**src/rtl/core/apest_ram.sv**
```systemverilog
// ----------------------------------------------------------------------------
// apest_ram
// Generic single-port synchronous RAM, registered read.
// ----------------------------------------------------------------------------
module apest_ram #(
    parameter int WIDTH = 8,
    parameter int DEPTH = 16
) (
    input  logic                     clk,
    input  logic                     we,
    input  logic [$clog2(DEPTH)-1:0] addr,
    input  logic [WIDTH-1:0]         wdata,
    output logic [WIDTH-1:0]         rdata
);
    logic [WIDTH-1:0] mem [DEPTH];

    always_ff @(posedge clk)
    begin
        if (we)
        begin
            mem[addr] <= wdata;
        end
        rdata <= mem[addr];
    end
endmodule

```
**config.mk**
```make
export PLATFORM = sky130hd
export DESIGN_NAME = apest_ram
export DESIGN_NICKNAME = d
export VERILOG_FILES = /design/src/rtl/core/apest_ram.sv
export SDC_FILE = /design/constraint.sdc
export NUM_CORES = 1
export LEC_CHECK = 0
export CORE_UTILIZATION = 50
export DETAILED_ROUTE_END_ITERATION = 6
export DONT_BUFFER_PORTS = 1
export SLEW_MARGIN = 20
export SYNTH_ARGS = -nofsm -noshare
export SYNTH_HDL_FRONTEND = slang
export SYNTH_SLANG_ARGS = --single-unit
export TNS_END_PERCENT = 20
```
**constraint.sdc**
```tcl
create_clock -name clk -period 3.7 [get_ports clk]
set_clock_uncertainty 0.15 [all_clocks]
set_input_delay 0.925 -clock clk [delete_from_list [all_inputs] [get_ports clk]]
set_output_delay 0.925 -clock clk [all_outputs]
set_load 0.005 [all_outputs]
```
; After elaboration in Yosys (flattened, before gate mapping)
; Memories as Yosys holds them, arrays and structs flattened. A register that Yosys moved wholly into a read port is not among the register bits.
; Index checks and enable logic that the tools add are counted.
[op_classes]
n_mux = 2
[op_table]
columns = op, n
row1 = 1-bit two-way mux, 2
[word_totals]
ramBits = 128
register_bits = 0
word_cells = 3
in_bits = 14
n_memories = 1
out_inout_bits = 8
[memory_table]
columns = memory, depth, width, read_ports, rd_ports_with_merged_regs, wr, line
row1 = mem, 16, 8, 1, 1, 1, 15  ; logic [WIDTH-1:0] mem [DEPTH];

; Longest topological paths before layout
; Gate-level depths: netlist of the first run.
[logic_depth]
ltp_word = 2
depth_mapped = 5
ltp_nobuf = 3

; Least setup slack after synthesis of the first run
; Ideal clock, no wire load.
[synth_timing]
path_kind = input -> register
from = in addr[2]
to = mem mem[0][0], enable pin
cell_stages = 2
t_required_ns = 3.167
setup_time_ns = 0.383
n_path_buf = 0
arrival_ns = 2.035
path_slack_ns = 1.132
path_cell_list = or3b_2 > nor3_1
[synth_lines]
columns = element, line
row1 = from (decl), 11  ; input logic [$clog2(DEPTH)-1:0] addr,
row2 = to (decl), 15
; No word-level cell before the write port.

; Final worst setup path of the first run
[layout_timing]
from = in addr[2]
to = mem mem[1][6], enable pin
; No word-level cell before the write port.

==> flow_metrics.env, run 1 <==
export IMPL_relSlewSlack_pct=47.4
export IMPL_synth_area_top_cells="edfxtp_1 (76%), mux4_2 (14%), dfxtp_1 (3.2%), a22oi_1 (2.4%), nor2_1 (0.96%)"
export IMPL_outcome="completed"
export IMPL_power_switching_mw=0.693
export IMPL_initial_core_util_pct=51.6
export IMPL_die_w_um=103
export IMPL_die_h_um=103
export IMPL_cts_htree_levels=4
export IMPL_clockRootBuffer="clkbuf_8"
export IMPL_netSwitchingFraction_pct=20.2
export IMPL_setup_tns_ns=0
export IMPL_clockBufferDepth=2
export IMPL_layout_drive_gt1_share_pct=25.9
export IMPL_fin_area_mm2=0.00577
export IMPL_drc=0
export IMPL_netlist_area_mm2=0.00507
export IMPL_avgRoutedWirePerCell_um=25.3
export IMPL_coreArea_mm2=0.00982
export IMPL_peakVddDrop_v=0.000399
export IMPL_max_stage_delay_ns=0.63
export IMPL_synthesis_nets=244
export IMPL_mostFrequentLayoutCell="edfxtp_1"
export IMPL_grtUsageTotal_pct=20.6
export IMPL_clkSinkCount=136
export IMPL_critPathSlowestCell="nor2_1"
export IMPL_crit_path_end_kind="register"
export IMPL_drt_iter0_drc=191
export IMPL_combPwrFrac_pct=2.7
export IMPL_finalCritPeriodShare_pct=56.0
export IMPL_final_nets=256
export IMPL_path_clk_slew_ns=0.06
export IMPL_fin_hold_ws_ns=0.341
export IMPL_post_cts_setup_buffers=0
export IMPL_fillers=719
export IMPL_cts_tree="done"
export IMPL_fin_crit_ns=2.07
export IMPL_rsz0062_at_grt="false"
export IMPL_overflow=0
export IMPL_yosysWarnings=0
export IMPL_hold_viol=0
export IMPL_cap_violations=0
export IMPL_syn_avg_cell_area_um2=22.0
export IMPL_antenna_cells=0
export IMPL_arrival_ns=2.07
export IMPL_path_max_fanout=8
export IMPL_holdBufCountCts=0
export IMPL_dp_final_hpwl_um=5940
export IMPL_vias_per_cell=5.93
export IMPL_vias=2300
export IMPL_met1_usage_pct=28.7
export IMPL_start_kind="input pin"
export IMPL_wirelength_um=9820
export IMPL_fin_util_pct=58.8
export IMPL_power_leakage_nw=1.82
export IMPL_grt_pass1_vias=2417
export IMPL_synth_top_area_share_pct=75.9
export IMPL_setup_violations=0
export IMPL_clock_fmax_mhz=482
export IMPL_p_clk_share_pct=46.6
export IMPL_crit_buf_inv=0
export IMPL_final_cell_mix="edfxtp_1 (128), mux4_2 (32), a22oi_1 (16), clkbuf_16 (16), nor2_1 (13)"
export IMPL_drv_slew=0
export IMPL_cp_data_required_time_ns=3.70
export IMPL_antenna_found_initial=0
export IMPL_boundaryPins=22
export IMPL_post_dp_cell_area_mm2=0.00520
export IMPL_p_seq_share_pct=50.6
export IMPL_row_count=36
export IMPL_crit_type="in -> reg"
export IMPL_clkLatencyLatePin_ns=0.52
export IMPL_syn_to_final_growth_pct=13.9
export IMPL_grt_busiest_layer="met2"
export IMPL_yosysSeqAreaShare_pct=79.0
export IMPL_synth_top_cell_by_area="edfxtp_1"
export IMPL_drt_first_pass_iters=4
export IMPL_drtAntennaViolNets=0
export IMPL_power_density_mw_per_mm2=594
export IMPL_die_area_mm2=0.0105
export IMPL_cts_buffers=17
export IMPL_tightest_slew_ns=0.786
export IMPL_hold_class="in -> reg"
export IMPL_grt_pass1_wl_um=14500
export IMPL_post_cts_resized=0
export IMPL_grt_max_degree=40
export IMPL_intPower_mw=2.73
export IMPL_ys_ff_latch=136
export IMPL_syn_instance_count=230
export IMPL_synth_cell_type_count=18
export IMPL_worstPathCellList="or3b_2, nor2_1"
export IMPL_crit_family="simple AND/OR/NAND/NOR gates"
export IMPL_io_buffer_count=0
export IMPL_grtUsageMet3_pct=6.85
export IMPL_gp_congestion=0.843
export IMPL_grtUsageMet2_pct=29.2
-- layout make-up --
type	instances	area [um^2]	area share, %
multi-input combinational	83	1000	17.4
sequential	136	4000	69.4
clock inverter	14	150	2.60
tap	133	166	2.88
timing repair buffer	4	30.0	0.520
clock buffer	18	418	7.24
-- power by group through the flow --
stage          Combinational [mW]  Sequential, mW  Clock, mW
3_3_place_gp               0.0923            1.77          0
5_1_grt                    0.0995            1.74       1.68
2_1_floorplan              0.0887            1.76          0
6_report                   0.0941            1.74       1.60
3_5_place_dp               0.0940            1.77          0
4_1_cts                    0.0943            1.74       1.62
-- metrics by stage --
step	setup slack (ns)	power, mW	cells
floorplan	1.13	1.85	230
global placement	1.21	1.86	356
finish	1.63	3.43	388
global route	1.59	3.51	388
detailed placement	1.09	1.86	356
CTS	1.63	3.45	388
-- cell usage after synthesis --
| library cell | instances |
|---|---|
| nor2b_1 | 2 |
| and2_1 | 1 |
| nand3_1 | 1 |
| buf_2 | 2 |
| buf_1 | 4 |
| nand2b_1 | 2 |
| dfxtp_1 | 8 |
| nand2_1 | 9 |
| a22oi_1 | 16 |
| nor2_1 | 13 |
| buf_6 | 2 |
| clkbuf_1 | 2 |
| edfxtp_1 | 128 |
| clkbuf_2 | 1 |
| nor3_1 | 4 |
| nand3b_1 | 2 |
| mux4_2 | 32 |
| or3b_2 | 1 |
-- kinds of logic (layout without fill, tap and decap cells) --
group	Yosys count	after routing	synth area share, %
simple gates	35	35	3.21
mux	32	32	14.2
compound gates	16	16	2.37
buf+inv	11	36	1.19
flops	136	136	79.0
-- layer usage --
layer | share of wire, % | vias up
li1 | - | 985
met1 | 42 | 1188
met2 | 47 | 107
met3 | 7.8 | 20
met4 | 3.2 | 0
met5 | 0 | -
-- sequential cells by signal (all words and copies together), names as in the netlist --
| signal | count |
|---|---|
| mem | 128 |
| rdata | 8 |
-- worst paths after layout --
| kind | startpoint | endpoint | slack (ns) | depth (start not counted) |
|---|---|---|---|---|
| min | wdata[1] | mem[1][1] | 0.34 | 0 |
| max reg2reg | mem[4][4] | rdata[4] | 2.16 | 3 |
| min reg2reg | mem[2][6] | rdata[6] | 0.54 | 3 |
| max | addr[2] | mem[1][6] | 1.63 | 2 |
(Power assumes the default switching activity.)
==> run 2, diff against run 1 <==
- PLACE_DENSITY: unset -> 0.68
- clock period: 3.7 -> 1.8 ns (I/O delays scaled with it)
==> run 2 against run 1 <==
  * Non-clock buffer count rose by 23
  * First-iteration DRC count fell by 13%
  * Via count rose by 2.5%
  * Clock power rose by 130%
  * Critical endpoint is now rdata[5]
  * Highest routed layer unchanged
==> flow_metrics.env, run 2 (same netlist as run 1, synthesis figures left out) <==
export IMPL_outcome="completed"
export IMPL_fin_hold_ws_ns=0.120
export IMPL_drt_first_pass_iters=4
export IMPL_grt_pass1_wl_um=14700
export IMPL_row_count=36
export IMPL_fin_crit_ns=1.52
export IMPL_io_buffer_count=0
export IMPL_wirelength_um=9760
export IMPL_holdBufCountCts=8
export IMPL_die_h_um=103
export IMPL_cap_violations=0
export IMPL_cts_tree="done"
export IMPL_layout_drive_gt1_share_pct=34.9
export IMPL_post_cts_resized=0
export IMPL_drv_slew=0
export IMPL_coreArea_mm2=0.00982
export IMPL_antenna_cells=0
export IMPL_drt_iter0_drc=167
export IMPL_reg_top3="mem: 128 flops, rdata: 8 flops"
export IMPL_drtAntennaViolNets=0
export IMPL_drc=0
export IMPL_start_kind="register"
export IMPL_power_leakage_nw=1.98
export IMPL_clock_fmax_mhz=658
export IMPL_power_density_mw_per_mm2=1240
export IMPL_path_max_fanout=1
export IMPL_power_mw=7.56
export IMPL_boundaryPins=22
export IMPL_grt_pass1_vias=2450
export IMPL_largest_reg_flops=128
export IMPL_arrival_ns=0.92
export IMPL_clkLatencyLatePin_ns=0.51
export IMPL_antenna_found_initial=0
export IMPL_clockRootBuffer="clkbuf_8"
export IMPL_overflow=0
export IMPL_relSlewSlack_pct=50.8
export IMPL_dp_final_hpwl_um=5760
export IMPL_final_nets=279
export IMPL_clkSinkCount=136
export IMPL_max_flop_register="mem"
export IMPL_cts_htree_levels=4
export IMPL_clockBufferDepth=2
export IMPL_hold_viol=0
export IMPL_die_w_um=103
export IMPL_finalCritPeriodShare_pct=84.5
export IMPL_setup_violations=0
export IMPL_cp_data_required_time_ns=1.20
export IMPL_gp_congestion=0.747
export IMPL_mostFrequentLayoutCell="edfxtp_1"
export IMPL_peakVddDrop_v=0.000687
export IMPL_grtUsageTotal_pct=21.0
export IMPL_vias=2357
export IMPL_crit_path_end_kind="output pin"
export IMPL_path_clk_slew_ns=0.06
export IMPL_initial_core_util_pct=51.6
export IMPL_grt_max_degree=40
export IMPL_vias_per_cell=5.73
export IMPL_crit_type="reg -> out"
export IMPL_syn_to_final_growth_pct=20.2
export IMPL_setup_tns_ns=0
export IMPL_final_cell_mix="edfxtp_1 (128), mux4_2 (32), buf_4 (19), a22oi_1 (16), clkbuf_16 (16)"
export IMPL_post_cts_setup_buffers=0
export IMPL_rsz0062_at_grt="false"
export IMPL_die_area_mm2=0.0105
export IMPL_avgRoutedWirePerCell_um=23.7
export IMPL_cts_buffers=17
export IMPL_tightest_slew_ns=0.737
export IMPL_hold_class="in -> reg"
[run 2: cell count changes in the layout (fill, tap and decap cells not counted), sizes merged]
cell | before | now
buf | 4 | 19
inv | 2 | 1
bufinv | 2 | 6
clkinvlp | 4 | 2
dlygate4sd3 | 0 | 8
clkbuf | 18 | 17
[run 2: per-layer routing]
metal / wire length, um / vias to the layer above / share of wire, % / GRT usage [%]
met4: 137 / 0 / 1.4 / 8.68
met5: 0 / - / 0 / 0
met2: 4760 / 96 / 49 / 30.8
li1: - / 1036 / - / -
met1: 4040 / 1214 / 41 / 28.4
met3: 821 / 11 / 8.4 / 7.86
[run 2: layout make-up]
| type | instances | area, um^2 |
|---|---|---|
| tap | 133 | 166 |
| clock buffer | 17 | 414 |
| sequential | 136 | 4000 |
| timing repair buffer | 27 | 223 |
| multi-input combinational | 83 | 1050 |
| clock inverter | 15 | 230 |
| fill | 706 | 3730 |
[run 2: report_power, final]
group          leakage (nW)  switching [mW]  internal, mW
registers              1.22          0.0303          3.54
clock network         0.310            1.22          2.51
logic                 0.447           0.135         0.125
[run 2: path summary, 6_finish.rpt]
kind,end,startpoint,cells past startpoint,slack (ns)
max,rdata[5],rdata[5],0,0.28
min,rdata[7],addr[1],3,0.12
max reg2reg,rdata[3],mem[3][3],3,0.33
min reg2reg,rdata[7],mem[13][7],3,0.55
[run 2: through the flow]
step | instance area (um^2) | std cells | utilization (%) | setup WS (ns)
floorplan | 5120 | 230 | - | -0.0782
global placement | 5370 | 371 | 54.7 | 0.0568
detailed placement | 5370 | 371 | 54.7 | 0.0424
CTS | 6090 | 411 | 62.0 | 0.262
global route | 6090 | 411 | 62.0 | 0.233
finish | 6090 | 411 | 62.0 | 0.280
==> run 3, diff against run 2 <==
- clock period: 1.8 -> 1.3 ns (I/O delays scaled with it)
==> run 3 against run 2 <==
  * The flow now finishes with violations (hold timing, setup timing)
  * Non-clock buffer count rose by 2
  * Power increased by 34%
  * Final cell count rose by 0.49%
  * Clock power rose by 28%
  * Final area grew 3.5%
  * First-iteration DRC count shrank 28%
  * Hold slack got worse by 0.17 ns
  * Via count is 0.68% lower
  * Critical endpoint is now rdata[4]
  * Largest power group is now registers
  * Highest routed layer unchanged
==> flow_metrics.env, run 3 (same netlist as run 1, synthesis figures left out) <==
export IMPL_outcome="finished, violations left"
export IMPL_violations="hold timing, setup timing"
export IMPL_final_setup_worst_slack_ns=-0.160
export IMPL_grtUsageTotal_pct=20.8
export IMPL_drt_first_pass_iters=4
export IMPL_met1_usage_pct=29.3
export IMPL_setup_violations=16
export IMPL_initial_core_util_pct=51.6
export IMPL_r2r_end="rdata[4]"
export IMPL_drtAntennaViolNets=0
export IMPL_overflow=0
export IMPL_vias=2341
export IMPL_die_area_mm2=0.0105
export IMPL_die_w_um=103
export IMPL_relSlewSlack_pct=34.5
export IMPL_crit_family="multiplexers"
export IMPL_power_density_mw_per_mm2=1610
export IMPL_r2r_start="mem[2][4]"
export IMPL_path_max_fanout=1
export IMPL_cts_tree="done"
export IMPL_placed_cells=373
export IMPL_grtUsageMet3_pct=7.19
export IMPL_layout_drive_gt1_share_pct=42.1
export IMPL_reg_top3="mem: 128 flops, rdata: 8 flops"
export IMPL_dp_final_hpwl_um=5760
export IMPL_fin_crit_ns=1.46
export IMPL_peakVddDrop_v=0.000724
export IMPL_p_clk_share_pct=47.1
export IMPL_critPathSlowestCell="mux4_2"
export IMPL_hold_class="in -> reg"
export IMPL_largest_reg_flops=128
export IMPL_worstHoldStart="addr[1]"
export IMPL_start_kind="register"
export IMPL_finalCritPeriodShare_pct=112
export IMPL_max_stage_delay_ns=0.49
export IMPL_power_leakage_nw=2.01
export IMPL_wirelength_um=9530
export IMPL_crit_type="reg -> reg"
export IMPL_hold_viol=4
export IMPL_grt_busiest_layer="met2"
export IMPL_grt_max_degree=40
export IMPL_boundaryPins=22
export IMPL_hold_end="rdata[2]"
export IMPL_drc=0
export IMPL_combPwrFrac_pct=4.0
export IMPL_cap_violations=0
export IMPL_syn_to_final_growth_pct=24.4
export IMPL_drv_slew=0
export IMPL_antenna_found_initial=0
export IMPL_intPower_mw=8.20
export IMPL_mostFrequentLayoutCell="edfxtp_1"
export IMPL_cts_htree_levels=4
export IMPL_min_path_cells=3
export IMPL_final_cell_mix="edfxtp_1 (128), mux4_2 (32), clkbuf_16 (16), buf_4 (14), nor2_4 (12)"
export IMPL_crit_path_end_kind="register"
export IMPL_path_clk_slew_ns=0.06
export IMPL_row_count=36
export IMPL_rsz0062_at_grt="true"
export IMPL_gp_congestion=0.710
export IMPL_final_nets=281
export IMPL_tightest_slew_ns=0.980
export IMPL_clock_fmax_mhz=685
export IMPL_p_seq_share_pct=48.8
export IMPL_clockRootBuffer="clkbuf_8"
export IMPL_avgRoutedWirePerCell_um=23.1
export IMPL_grt_pass1_vias=2442
export IMPL_arrival_ns=1.71
export IMPL_power_switching_mw=1.93
export IMPL_reg2reg_depth=3
export IMPL_instances_no_fill=413
export IMPL_grt_pass1_wl_um=14500
export IMPL_clockBufferDepth=2
export IMPL_io_buffer_count=0
export IMPL_clkLatencyLatePin_ns=0.52
export IMPL_netSwitchingFraction_pct=19.1
export IMPL_clkSinkCount=136
export IMPL_cp_data_required_time_ns=1.55
export IMPL_vias_per_cell=5.67
export IMPL_crit_buf_inv=0
export IMPL_fin_util_pct=64.2
export IMPL_r2r_setup_slack_ns=-0.16
export IMPL_worstPathCellList="mux4_2, a22oi_2, nand2_1"
export IMPL_fin_hold_ws_ns=-0.0474
export IMPL_cts_buffers=17
export IMPL_holdBufCountCts=8
export IMPL_grtUsageMet2_pct=30.0
export IMPL_fillers=685
export IMPL_die_h_um=103
export IMPL_drt_iter0_drc=121
export IMPL_max_flop_register="mem"
export IMPL_antenna_cells=0
export IMPL_coreArea_mm2=0.00982
run 3: changes by cell type in the layout (fill, tap and decap cells not counted), moves of 2 or more:
| cell | delta |
|---|---|
| buf_4 | -5 |
| buf_12 | +7 |
| a22oi_2 | +8 |
| nand2b_1 | -2 |
| bufinv_16 | -2 |
| dfxtp_1 | -8 |
| nor3_4 | +4 |
| nor2_2 | -12 |
| a22oi_1 | -8 |
| dfxtp_2 | +8 |
| nor2_4 | +12 |
| clkinv_4 | +2 |
| nor3_2 | -4 |
run 3: area by class of cell:
type | instances | area, um^2 | share of cell area, %
Sequential cell | 136 | 4010 | 63.7
Multi-Input combinational cell | 83 | 1200 | 19.0
Clock buffer | 18 | 418 | 6.63
Timing Repair Buffer | 29 | 325 | 5.16
Clock inverter | 14 | 181 | 2.88
Tap cell | 133 | 166 | 2.64
run 3: tightest hold or removal path, cell delays in order:
cell and delay (ns):
mux4_2 0.15, a22oi_1 0.05, nand2_1 0.06
run 3: how the worst max path moves through the flow:
stage                     cells after the start         to  slack [ns]  startpoint
after floorplan                               2  mem[0][0]       -0.31     addr[2]
after global placement                        3  mem[0][2]       -0.29     addr[2]
after detailed placement                      3  mem[0][0]       -0.29     addr[2]
after CTS                                     3   rdata[4]       -0.16   mem[2][4]
after global routing                          3   rdata[3]       -0.19   mem[1][3]
final                                         3   rdata[4]       -0.16   mem[2][4]
run 3: power groups by stage:
stage	clock [mW]	combinational [mW]	sequential, mW
2_1_floorplan	0	0.306	5.02
3_3_place_gp	0	0.314	5.03
3_5_place_dp	0	0.316	5.03
4_1_cts	4.85	0.412	4.95
5_1_grt	5.05	0.435	4.96
6_report	4.77	0.407	4.95
run 3: stage by stage:
stage	cell area, um^2	hold WS [ns]	total power, mW	TNS [ns]	setup WS (ns)
floorplan	5260	0.274	5.32	-22.54	-0.309
global placement	5570	0.275	5.34	-13.79	-0.288
detailed placement	5570	0.274	5.35	-14.12	-0.289
CTS	6300	-0.0668	10.2	-1.38	-0.161
global route	6300	-0.0450	10.4	-1.85	-0.194
finish	6300	-0.0474	10.1	-1.22	-0.160
run 3: layer usage:
layer	wire (um)	up-vias	part of all wire [%]
li1	-	1044	-
met1	4130	1212	43
met2	4660	71	49
met3	557	14	5.8
met4	181	0	1.9
met5	0	-	0
run 3: repair_timing:
item                                    in CTS  in global routing
gates resized for setup                     15                  1
buffers inserted                             0                  0
cloned                                       0                  0
endpoints found under the setup margin      16                 16
hold endpoints to repair                   168                 40
pin swaps                                    9                  3
